File: config.mk
export PLATFORM = sky130hd
export DESIGN_NAME = quadrature_knob_and_button_events_core
export DESIGN_NICKNAME = d
export VERILOG_FILES = /design/src/rtl/qkbe_pkg.sv /design/src/rtl/qkbe_front.sv /design/src/rtl/qkbe_fifo.sv /design/src/rtl/qkbe_back.sv /design/src/rtl/quadrature_knob_and_button_events_core.sv
export SDC_FILE = /design/constraint.sdc
export NUM_CORES = 1
export LEC_CHECK = 0
export ABC_AREA = 1
export CAP_MARGIN = 10
export CORE_MARGIN = 4
export CORE_UTILIZATION = 35
export DETAILED_ROUTE_END_ITERATION = 12
export DONT_BUFFER_PORTS = 1
export PLACE_DENSITY = 0.58
export REMOVE_ABC_BUFFERS = 1
export SYNTH_ARGS = -nofsm -noshare
export SYNTH_HDL_FRONTEND = slang
export SYNTH_SLANG_ARGS = --single-unit
export TNS_END_PERCENT = 100
File: constraint.sdc
create_clock -name clock -period 11 [get_ports clock]
set_clock_uncertainty 0.05 [all_clocks]
set_input_delay 1.1 -clock clock [delete_from_list [all_inputs] [get_ports clock]]
set_output_delay 1.1 -clock clock [all_outputs]
set_load 0.01 [all_outputs]
File: src/rtl/qkbe_pkg.sv
// Shared types and constants for the quadrature knob and button event core.
// Used by qkbe_front, qkbe_fifo, qkbe_back and the top level.
// No dependencies.
package qkbe_pkg;

   // Input kind codes
   localparam logic [2:0] KIND_KNOB_PHASE = 3'd0;
   localparam logic [2:0] KIND_KNOB_SW    = 3'd1;
   localparam logic [2:0] KIND_STOP       = 3'd2;
   localparam logic [2:0] KIND_LIFT       = 3'd3;
   localparam logic [2:0] KIND_DESCENT    = 3'd4;

   // Result event codes
   localparam logic [2:0] EV_RIGHT   = 3'd1;
   localparam logic [2:0] EV_LEFT    = 3'd2;
   // Button events are EV_BUTTON_BASE + button slot
   localparam logic [2:0] EV_BUTTON_BASE = 3'd3;

   // Configuration register indexes
   localparam logic CSR_DEBOUNCE_MS  = 1'b0;
   localparam logic CSR_DETENT_STEPS = 1'b1;

   // Configuration reset values
   localparam logic [15:0] DEBOUNCE_RESET = 16'd200;
   localparam logic [2:0]  DETENT_RESET   = 3'd4;

   // Quadrature step: row is previous phase, column is new phase (a*2+b)
   localparam logic signed [1:0] STEP_TABLE [4][4] = '{
      '{ 2'sd0, -2'sd1,  2'sd1,  2'sd0},
      '{ 2'sd1,  2'sd0,  2'sd0, -2'sd1},
      '{-2'sd1,  2'sd0,  2'sd0,  2'sd1},
      '{ 2'sd0,  2'sd1, -2'sd1,  2'sd0}
   };

   // Command class passed from front to back
   typedef enum logic {
      OP_KNOB,
      OP_BUTTON
   } op_type;

   typedef struct packed {
      op_type      op;
      logic [1:0]  phase;
      logic [1:0]  slot;
      logic [31:0] now_ms;
   } cmd_type;

   typedef struct packed {
      logic [15:0] debounce_ms;
      logic [2:0]  detent_steps;
   } cfg_type;

endpackage

File: src/rtl/qkbe_front.sv
// Front end: unpacks request beats and classifies them into commands.
// Depends on qkbe_pkg; feeds qkbe_fifo.
module qkbe_front
   import qkbe_pkg::*;
(
   input  logic        req_tvalid,
   output logic        req_tready,
   input  logic [39:0] req_tdata,
   input  logic [2:0]  req_tuser,
   input  logic        q_ready,
   output logic        q_push,
   output cmd_type     q_cmd
);

   logic legal_kind;
   logic [2:0] slot_wide;

   assign slot_wide = req_tuser - KIND_KNOB_SW;

   // Unused kinds are swallowed here: accepted, no command queued
   always_comb begin
      legal_kind   = 1'b1;
      q_cmd.op     = OP_BUTTON;
      q_cmd.slot   = slot_wide[1:0];
      q_cmd.phase  = {req_tdata[0], req_tdata[1]};
      q_cmd.now_ms = req_tdata[33:2];
      unique case (req_tuser) inside
         KIND_KNOB_PHASE: q_cmd.op = OP_KNOB;
         KIND_KNOB_SW, KIND_STOP, KIND_LIFT, KIND_DESCENT: q_cmd.op = OP_BUTTON;
         default: legal_kind = 1'b0;
      endcase
   end

   assign req_tready = q_ready;
   assign q_push     = req_tvalid && q_ready && legal_kind;

endmodule

File: src/rtl/qkbe_fifo.sv
// Short command queue between front and back end.
// Depends on qkbe_pkg for the command type.
module qkbe_fifo
   import qkbe_pkg::*;
#(
   parameter int DEPTH = 2
)
(
   input  logic    clock,
   input  logic    reset,
   input  logic    push,
   input  cmd_type push_cmd,
   output logic    ready,
   input  logic    pop,
   output logic    valid,
   output cmd_type pop_cmd
);

   localparam int PW = (DEPTH > 1) ? $clog2(DEPTH) : 1;
   localparam int CW = $clog2(DEPTH + 1);
   localparam logic [PW-1:0] LAST_PTR = PW'(DEPTH - 1);
   localparam logic [CW-1:0] FULL_CNT = CW'(DEPTH);

   cmd_type       mem_ff [DEPTH];
   logic [PW-1:0] wr_ptr_ff, wr_ptr_in;
   logic [PW-1:0] rd_ptr_ff, rd_ptr_in;
   logic [CW-1:0] count_ff, count_in;
   logic          do_push, do_pop;

   assign ready   = (count_ff != FULL_CNT);
   assign valid   = (count_ff != '0);
   assign do_push = push && ready;
   assign do_pop  = pop && valid;
   assign pop_cmd = mem_ff[rd_ptr_ff];

   // Pointer and fill count update
   always_comb begin
      wr_ptr_in = wr_ptr_ff;
      rd_ptr_in = rd_ptr_ff;
      count_in  = count_ff;
      if (do_push) wr_ptr_in = (wr_ptr_ff == LAST_PTR) ? '0 : wr_ptr_ff + 1'b1;
      if (do_pop)  rd_ptr_in = (rd_ptr_ff == LAST_PTR) ? '0 : rd_ptr_ff + 1'b1;
      if (do_push && !do_pop) count_in = count_ff + 1'b1;
      else if (do_pop && !do_push) count_in = count_ff - 1'b1;
   end

   always_ff @(posedge clock) begin
      if (reset) begin
         wr_ptr_ff <= '0;
         rd_ptr_ff <= '0;
         count_ff  <= '0;
      end else begin
         wr_ptr_ff <= wr_ptr_in;
         rd_ptr_ff <= rd_ptr_in;
         count_ff  <= count_in;
      end
   end

   // Storage
   always_ff @(posedge clock) begin
      if (do_push) mem_ff[wr_ptr_ff] <= push_cmd;
   end

endmodule

File: src/rtl/qkbe_back.sv
// Back end: knob accumulator, button debounce and the response register.
// Depends on qkbe_pkg; pops commands from qkbe_fifo.
module qkbe_back
   import qkbe_pkg::*;
(
   input  logic       clock,
   input  logic       reset,
   input  cfg_type    cfg,
   input  logic       q_valid,
   input  cmd_type    q_cmd,
   output logic       q_pop,
   output logic       rsp_tvalid,
   input  logic       rsp_tready,
   output logic [7:0] rsp_tdata
);

   logic [1:0]        last_phase_ff, last_phase_in;
   logic              primed_ff, primed_in;
   logic signed [3:0] step_sum_ff, step_sum_in;
   logic signed [1:0] last_step_ff, last_step_in;
   logic [31:0]       press_time_ff [4];
   logic              rsp_valid_ff, rsp_valid_in;
   logic [2:0]        rsp_event_ff, rsp_event_in;

   logic signed [1:0] step;
   logic              reverse;
   logic signed [4:0] sum_base, sum_new, limit;
   logic [31:0]       elapsed;
   logic              press_ok;
   logic              emit;
   logic [2:0]        emit_code;

   // Pop whenever the response register is free or draining
   assign q_pop = q_valid && (!rsp_valid_ff || rsp_tready);

   // Knob step and accumulation
   assign step     = STEP_TABLE[last_phase_ff][q_cmd.phase];
   assign reverse  = (last_step_ff > 0 && step < 0) || (last_step_ff < 0 && step > 0);
   assign sum_base = reverse ? 5'sd0 : {step_sum_ff[3], step_sum_ff};
   assign sum_new  = sum_base + {{3{step[1]}}, step};
   assign limit    = $signed({2'b00, cfg.detent_steps});

   // Button debounce, wrapping time difference
   assign elapsed  = q_cmd.now_ms - press_time_ff[q_cmd.slot];
   assign press_ok = elapsed > {16'd0, cfg.debounce_ms};

   always_comb begin
      last_phase_in = last_phase_ff;
      primed_in     = primed_ff;
      step_sum_in   = step_sum_ff;
      last_step_in  = last_step_ff;
      emit          = 1'b0;
      emit_code     = EV_RIGHT;
      if (q_pop && q_cmd.op == OP_KNOB) begin
         last_phase_in = q_cmd.phase;
         primed_in     = 1'b1;
         if (primed_ff && step != 2'sd0) begin
            last_step_in = step;
            step_sum_in  = sum_new[3:0];
            if (sum_new >= limit) begin
               step_sum_in = 4'sd0;
               emit        = 1'b1;
               emit_code   = EV_RIGHT;
            end else if (sum_new <= -limit) begin
               step_sum_in = 4'sd0;
               emit        = 1'b1;
               emit_code   = EV_LEFT;
            end
         end
      end else if (q_pop && q_cmd.op == OP_BUTTON && press_ok) begin
         emit      = 1'b1;
         emit_code = EV_BUTTON_BASE + {1'b0, q_cmd.slot};
      end
   end

   // Response register
   always_comb begin
      rsp_valid_in = rsp_valid_ff;
      rsp_event_in = rsp_event_ff;
      if (rsp_tready) rsp_valid_in = 1'b0;
      if (emit) begin
         rsp_valid_in = 1'b1;
         rsp_event_in = emit_code;
      end
   end

   always_ff @(posedge clock) begin
      if (reset) begin
         last_phase_ff <= '0;
         primed_ff     <= 1'b0;
         step_sum_ff   <= '0;
         last_step_ff  <= '0;
         rsp_valid_ff  <= 1'b0;
         for (int i = 0; i < 4; i++) press_time_ff[i] <= '0;
      end else begin
         last_phase_ff <= last_phase_in;
         primed_ff     <= primed_in;
         step_sum_ff   <= step_sum_in;
         last_step_ff  <= last_step_in;
         rsp_valid_ff  <= rsp_valid_in;
         if (q_pop && q_cmd.op == OP_BUTTON && press_ok)
            press_time_ff[q_cmd.slot] <= q_cmd.now_ms;
      end
   end

   always_ff @(posedge clock) begin
      rsp_event_ff <= rsp_event_in;
   end

   assign rsp_tvalid = rsp_valid_ff;
   assign rsp_tdata  = {5'd0, rsp_event_ff};

endmodule

File: src/rtl/quadrature_knob_and_button_events_core.sv
// Top level of the quadrature knob and button event core.
// Depends on qkbe_pkg, qkbe_front, qkbe_fifo and qkbe_back.
//
// Turns knob phase changes and button presses into right, left and button
// events. A request beat is taken whenever the QUEUE_DEPTH-entry command
// queue has room. The back end retires one command per clock while the
// response register is empty or being drained, and loads any result at the
// same edge that pops its command. The sustained rate is one item per cycle
// while the response is not stalled; a stalled response holds the back end,
// and once the queue fills, req_tready drops until a slot frees. The first
// knob beat after reset only records the phase. Button presses no more than
// debounce_ms after the last accepted press of the same button are dropped.
// Unused kinds are accepted and discarded. Configuration is written through
// csr_we/csr_index/csr_wdata; the user must write it only while the core is
// idle, which the core itself does not enforce.
module quadrature_knob_and_button_events_core
   import qkbe_pkg::*;
#(
   parameter int QUEUE_DEPTH = 2
)
(
   input  logic        clock,
   input  logic        reset,
   // request: tdata = phase_a[0], phase_b[1], now_ms[33:2], zero pad
   input  logic        req_tvalid,
   output logic        req_tready,
   input  logic [39:0] req_tdata,
   // request: tuser = kind[2:0]
   input  logic [2:0]  req_tuser,
   // response: tdata = event_res[2:0], zero pad
   output logic        rsp_tvalid,
   input  logic        rsp_tready,
   output logic [7:0]  rsp_tdata,
   // configuration write port
   input  logic        csr_we,
   input  logic        csr_index,
   input  logic [15:0] csr_wdata
);

   cfg_type cfg_ff;
   logic    q_push, q_ready, q_pop, q_valid;
   cmd_type push_cmd, pop_cmd;

   // Configuration registers
   always_ff @(posedge clock) begin
      if (reset) begin
         cfg_ff.debounce_ms  <= DEBOUNCE_RESET;
         cfg_ff.detent_steps <= DETENT_RESET;
      end else if (csr_we) begin
         case (csr_index)
            CSR_DEBOUNCE_MS:  cfg_ff.debounce_ms  <= csr_wdata;
            CSR_DETENT_STEPS: cfg_ff.detent_steps <= csr_wdata[2:0];
            default: ;
         endcase
      end
   end

   qkbe_front u_front (
      .req_tvalid (req_tvalid),
      .req_tready (req_tready),
      .req_tdata  (req_tdata),
      .req_tuser  (req_tuser),
      .q_ready    (q_ready),
      .q_push     (q_push),
      .q_cmd      (push_cmd)
   );

   qkbe_fifo #(.DEPTH(QUEUE_DEPTH)) u_fifo (
      .clock    (clock),
      .reset    (reset),
      .push     (q_push),
      .push_cmd (push_cmd),
      .ready    (q_ready),
      .pop      (q_pop),
      .valid    (q_valid),
      .pop_cmd  (pop_cmd)
   );

   qkbe_back u_back (
      .clock      (clock),
      .reset      (reset),
      .cfg        (cfg_ff),
      .q_valid    (q_valid),
      .q_cmd      (pop_cmd),
      .q_pop      (q_pop),
      .rsp_tvalid (rsp_tvalid),
      .rsp_tready (rsp_tready),
      .rsp_tdata  (rsp_tdata)
   );

endmodule

Word level (Yosys, flattened, before mapping):

Memory sizes are Yosys's and may differ from the RTL's. A register that Yosys moved wholly into a read port is not among the register bits.
Index checks and enable logic that the tools add are counted.

* reductions and logical operators: 28
* mux-type cells: 38
* add/sub/neg operators: 9
* magnitude comparators: 9
* bitwise logic cells: 4
* equality and inequality tests: 5

Operators with widths (number)
* greater-than comparator 32 x 16 -> 1 bit: 1
* two-way mux 32 bit: 1
* OR reduction 32 bit: 1
* subtractor 32 bit: 1
* two-way mux 1 bit: 20
* binary-select mux 8 bit (select 2 bit): 1
* two-way mux 8 bit: 2
* logical AND 1 bit: 13
* two-way mux 2 bit: 6
* two-way mux 3 bit: 4
* two-way mux 4 bit: 2
* nonzero test 2 bit: 4
* equality test 3 x 2 -> 1 bit (second input constant): 2
* greater-or-equal comparator 3 bit (second input constant): 2
* NOT 2 -> 3 bit: 2
* AND reduction 2 bit: 3
* adder 5 bit: 1
* greater-or-equal comparator 5 x 4 -> 1 bit: 1
* <= comparator 5 bit: 1
* two-way mux 5 bit: 1
* negator 3 -> 5 bit: 1
* OR reduction 5 bit: 1
* binary-select mux 2 bit (select 2 bit): 1
* greater-than comparator 2 x 1 -> 1 bit (second input constant): 2
* other kinds (12): 19

* memories kept: 2
* RAM bits: 202
* output and inout port bits: 10
* flip-flop bits (word level): 36

Memories
* u_back.press_time_ff: words 4, width 32, read ports 1, clocked after memory_dff 0, wr ports 4, RTL line qkbe_back.sv:21 `logic [31:0] press_time_ff [4];`
* u_fifo.mem_ff: words 2, width 37, read ports 1, clocked after memory_dff 1, wr ports 1, RTL line qkbe_fifo.sv:24 `cmd_type mem_ff [DEPTH];`

Logic depth before layout (Yosys ltp):

* depth after elaboration: 18
* mapped depth: 35

Cells and area by module:

Synthesis repeated with hierarchy kept, for this count alone.

* cell total of the unflattened synthesis: 1574
* area, all modules: 14124.8 sq um

By module, submodules not included
* qkbe_back: area an instance 9900.7 sq um, cells an instance 1257, seq. area each 4134.0 sq um, instances 1
* qkbe_fifo: area an instance 3061.7 sq um, cells an instance 152, seq. area each 2322.2 sq um, instances 1
* quadrature_knob_and_button_events_core: area an instance 799.5 sq um, cells an instance 114, seq. area each 380.4 sq um, instances 1
* qkbe_front: area an instance 362.8 sq um, cells an instance 51, seq. area each 0.0 sq um, instances 1

Least setup slack after synthesis:

OpenSTA, ideal clock, no wires.

* path kind: reg-to-reg
* from: reg with a tool-made name
* to: mem u_back.press_time_ff[0][0] (enable)
* data arrival time: 6.190 ns
* period minus slack after synthesis: 6.706 ns
* cell stages (with the launch flop): 34
* path slack: 4.294 ns
* required time: 10.484 ns
* library setup time: 0.466 ns
* cell sequence: dfxtp_1 > buf_4 > nand2_1 > nand2_1 > clkbuf_1 > buf_1 > nand2_1 > a32o_1 > ha_1 > nand2_1 > nand2_1 > inv_1 > nand2_1 > nand2_1 > nand2_1 > nand2_1 > nand2_1 > xor2_1 > ha_1 > nand2_1 > nor2_1 > nand2_1 > nor2_1 > nand2_1 > nand3_1 > nand2_1 > nand3_1 > nor2_1 > nand3_1 > nor2_1 > nand2_2 > nand4_1 > buf_4 > o21ai_0

RTL lines (RTL line)
* end, declared: qkbe_back.sv:21

==> summary.md <==
| Metric | Value |
|---|---|
| Gr usage total | `0.150` |
| RSZ-0062 raised after global routing | `no` |
| Die height | `approximately 200 µm` |
| Comb pwr share | `0.563` |
| Max FO, Critical Path | `66` |
| Drt wl/cell | `15.2 µm` |
| Worst slew margin | `0.350` |
| Initial core utilization | `0.354` |
| Clock Latency Late Sink | `0.55 ns` |
| Slew @ Worst Pin | `approximately 0.97 ns` |
| Drt drc | `0` |
| Vias in the first global route | `9421` |
| Hold Path Origin | `u_back.primed_ff` |
| Clk pwr share | `0.189` |
| R2R Setup Slk | `3.61 ns` |
| GRT overflow | `0` |
| Core Region | `~0.038 mm²` |
| Fraction of layout cells with a size suffix above 1 | `0.0808` |
| Global-route wire length before repair | `50200 µm` |
| Dpl cells | `between 1500 and 2000` |
| Final hold violation count | `0` |
| Tcrit/Tclk final | `0.672` |
| Die X-Extent | `around 200 µm` |
| Via count | `around 10000` |
| Area growth syn-to-layout | `10.5%` |
| Fill count | `3728` |
| Slowest-stage cell, CP | `dfxtp_1` |
| Crit-path max cell delay | `between 0.7 and 0.8 ns` |
| Mux cell area share after synthesis | `0.000752` |
| Largest net degree at the start of global routing | `67` |
| Hpwl dp | `21300 µm` |
| Reg power frac | `0.248` |
| Sink Count | `between 200 and 250` |
| CTS buffer count | `27` |
| Critical Path Sink Type | `register` |
| First-pass DRT Iterations | `5` |
| Leak | `~6.4 nW` |
| Fin Setup TNS | `0 ns` |
| Critical path startpoint category | `register` |
| Switching power | `between 2 and 2.5 mW` |
| CTS tree | `yes` |
| Synth unique cells | `38` |
| Status | `completed` |
| Synth Area in Adders | `0.0688` |
| Reg2Reg Depth | `33` |
| Largest family of logic cells by synthesized area | `simple AND/OR/NAND/NOR gates` |
| Sequential share of the synthesized area | `0.513` |
| CTS-repair resized insts | `0` |
| Iteration-0 DRC Markers | `660` |
| Nets | `about 1700` |
| Root buffer cell | `clkbuf_16` |
| Row count | `between 70 and 80` |
| CTS clk-pin slew, worst paths | `roughly 0.060 ns` |
| Synthesized flop and latch total | `239` |
| Hold WC Path Type | `reg2reg` |
| CP Data Required Time | `between 10 and 15 ns` |
| Cts hold-fix bufs | `0` |
| Max Clk Rate | `between 0.1 and 0.15 GHz` |
| Crit path kind | `reg2reg` |
| End of the worst hold path | `u_back.primed_ff` |
| Pint | `between 2 and 3 mW` |
| Port bufs | `0` |
| Die area | `0.0412 mm²` |
| Max_cap viols | `0` |
| Initial antenna violation count | `0` |
| Yosys Warn Count | `0` |
| Post-synthesis compound-gate area fraction | `0.0883` |
| RePlAce Congestion | `0.889` |
| Diode count | `0` |
| IO Pins | `75` |
| Final Critical Period | `between 7 and 8 ns` |
| Final Non-Filler Cells | `2046` |
| Pwr dens | `320 mW/mm²` |
| Net Sw Frac | `0.465` |
| Post-synthesis xor/xnor area fraction | `0.0118` |
| Detailed Route WL | `31200 µm` |
| CP arrival | `between 7 and 8 ns` |
| Synthesized instance count | `1525` |
| Clk buf depth | `3` |
| Vias per inst | `4.80` |
| # H-tree levels | `1` |
| Setup Viol. Count Final | `0` |
| Post-Syn Area | `0.0133 mm²` |
| Crit path top cell by count | `nand2_1` |
| Final Util | `0.392` |
| Simple-gate share of the synthesized area | `0.231` |
| Mean Syn Cell Area | `around 8.7 µm²` |
| Post-CTS Repair Setup Buffers | `0` |
| Worst Hold Depth | `2` |
| Final ANT Viol Nets | `0` |
| Peak supply drop | `about 0.00017 V` |
| R2R Path End | `u_back.press_time_ff[2][26]` |
| Slew Viols, Final | `0` |
==> area by class of cell <==
type	count	area [µm²]	share of cell area
Clock buffer	29	683	0.0464
Timing Repair Buffer	14	105	0.00714
Inverter	230	863	0.0587
Clock inverter	20	191	0.0130
Sequential cell	239	6840	0.465
Tap cell	511	639	0.0434
Multi-Input combinational cell	1003	5400	0.367
==> registers in the layout, indices dropped and copies added (netlist names), named ones only <==
name and count:
cfg_ff 19, u_back.press_time_ff 128, u_back.primed_ff 1, u_back.last_phase_ff 2, u_back.rsp_event_ff 3, u_back.step_sum_ff 4
u_fifo.count_ff 2, u_back.last_step_ff 2, u_fifo.wr_ptr_ff 1, u_fifo.rd_ptr_ff 1, u_fifo.mem_ff 74, u_back.rsp_tvalid 1
==> synth_stat cells (all sizes together) <==
library cell | count | area (µm²)
o21ai | 71 | 359
a21o | 2 | 15.0
buf | 24 | 158
xor2 | 15 | 131
nand3 | 43 | 215
a32o | 29 | 290
nand2 | 400 | 1500
a21oi | 81 | 405
dfxtp | 34 | 681
nor3 | 70 | 460
edfxtp | 205 | 6160
nand3b | 4 | 30.0
or2 | 35 | 219
nor2 | 138 | 518
inv | 230 | 863
clkbuf | 33 | 124
o22ai | 1 | 6.26
o21bai | 2 | 15.0
and2 | 9 | 56.3
ha | 70 | 876
a22oi | 5 | 37.5
nand4 | 11 | 68.8
o211ai | 4 | 30.0
conb | 1 | 3.75
a32oi | 1 | 8.76
o2111ai | 1 | 8.76
mux2i | 1 | 10.0
xnor2 | 3 | 26.3
fa | 2 | 40.0
==> worst max path at each step <==
stage | startpoint | end
after floorplan | register | u_back.press_time_ff[0][0]
after global placement | register | u_back.press_time_ff[2][26]
after detailed placement | register | u_back.press_time_ff[2][26]
after CTS | register | u_back.press_time_ff[2][30]
after global routing | register | u_back.press_time_ff[2][30]
final | register | u_back.press_time_ff[2][26]
==> cells by family (layout without fill, tap and decap cells) <==
group                      count (synthesis)  after routing
and+or+nand+nor                          710            710
buffers and inverters                    287            293
DFF                                      239            239
AOI/OAI and AO/OA                        197            197
adders and majority gates                 72             72
xor gates and xnor gates                  18             18
other                                      1              5
muxes                                      1              1
==> per-stage QoR <==
stage	hold WS (ns)	area (µm²)	power (mW)	setup slack [ns]
detailed placement	0.388	13800	3.84	3.51
global placement	0.382	13800	3.78	3.68
global route	0.424	14700	5.18	2.90
finish	0.394	14700	4.71	3.61
CTS	0.397	14700	4.74	3.48
floorplan	0.375	13100	3.11	0.447
==> power by group through the flow <==
stage	combinational, mW	sequential (mW)	clock [mW]
floorplan	1.93	1.18	0
global placement	2.60	1.18	0
detailed placement	2.65	1.19	0
CTS	2.67	1.17	0.909
global route	3.05	1.18	0.948
finish	2.65	1.17	0.889
==> metal layers <==
metal	part of all wire	track usage	routed length [µm]
met3	0.047	0.0252	1450
met5	0	0	0
met4	0.016	0.0349	493
met1	0.46	0.200	14400
met2	0.48	0.257	14800
==> worst max-delay path: cells and delay by family (launching register included) <==
kind                     cells  cell delay, ns
AND/OR/NAND/NOR             21            2.18
flip-flops                   1            0.75
AO/OA/AOI/OAI                3            0.86
buffers and inverters        6            2.17
XOR/XNOR                     1            0.31
adder cells (fa/ha/maj)      2            0.69
==> layout by cell type (no fill, tap or decap), types with 11 or more instances in the layout <==
cell type / synthesis / layout
a21oi_1: 81 / 81
a32o_1: 29 / 29
buf_4: 7 / 14
clkbuf_16: 0 / 27
dfxtp_1: 34 / 34
edfxtp_1: 205 / 205
ha_1: 70 / 70
inv_1: 228 / 228
nand2_1: 399 / 396
nand3_1: 43 / 42
nand4_1: 11 / 11
nor2_1: 138 / 136
nor3_1: 48 / 48
nor3_2: 22 / 22
o21ai_0: 67 / 64
or2_2: 34 / 34
xor2_1: 15 / 15
(Power assumes the default switching activity.)
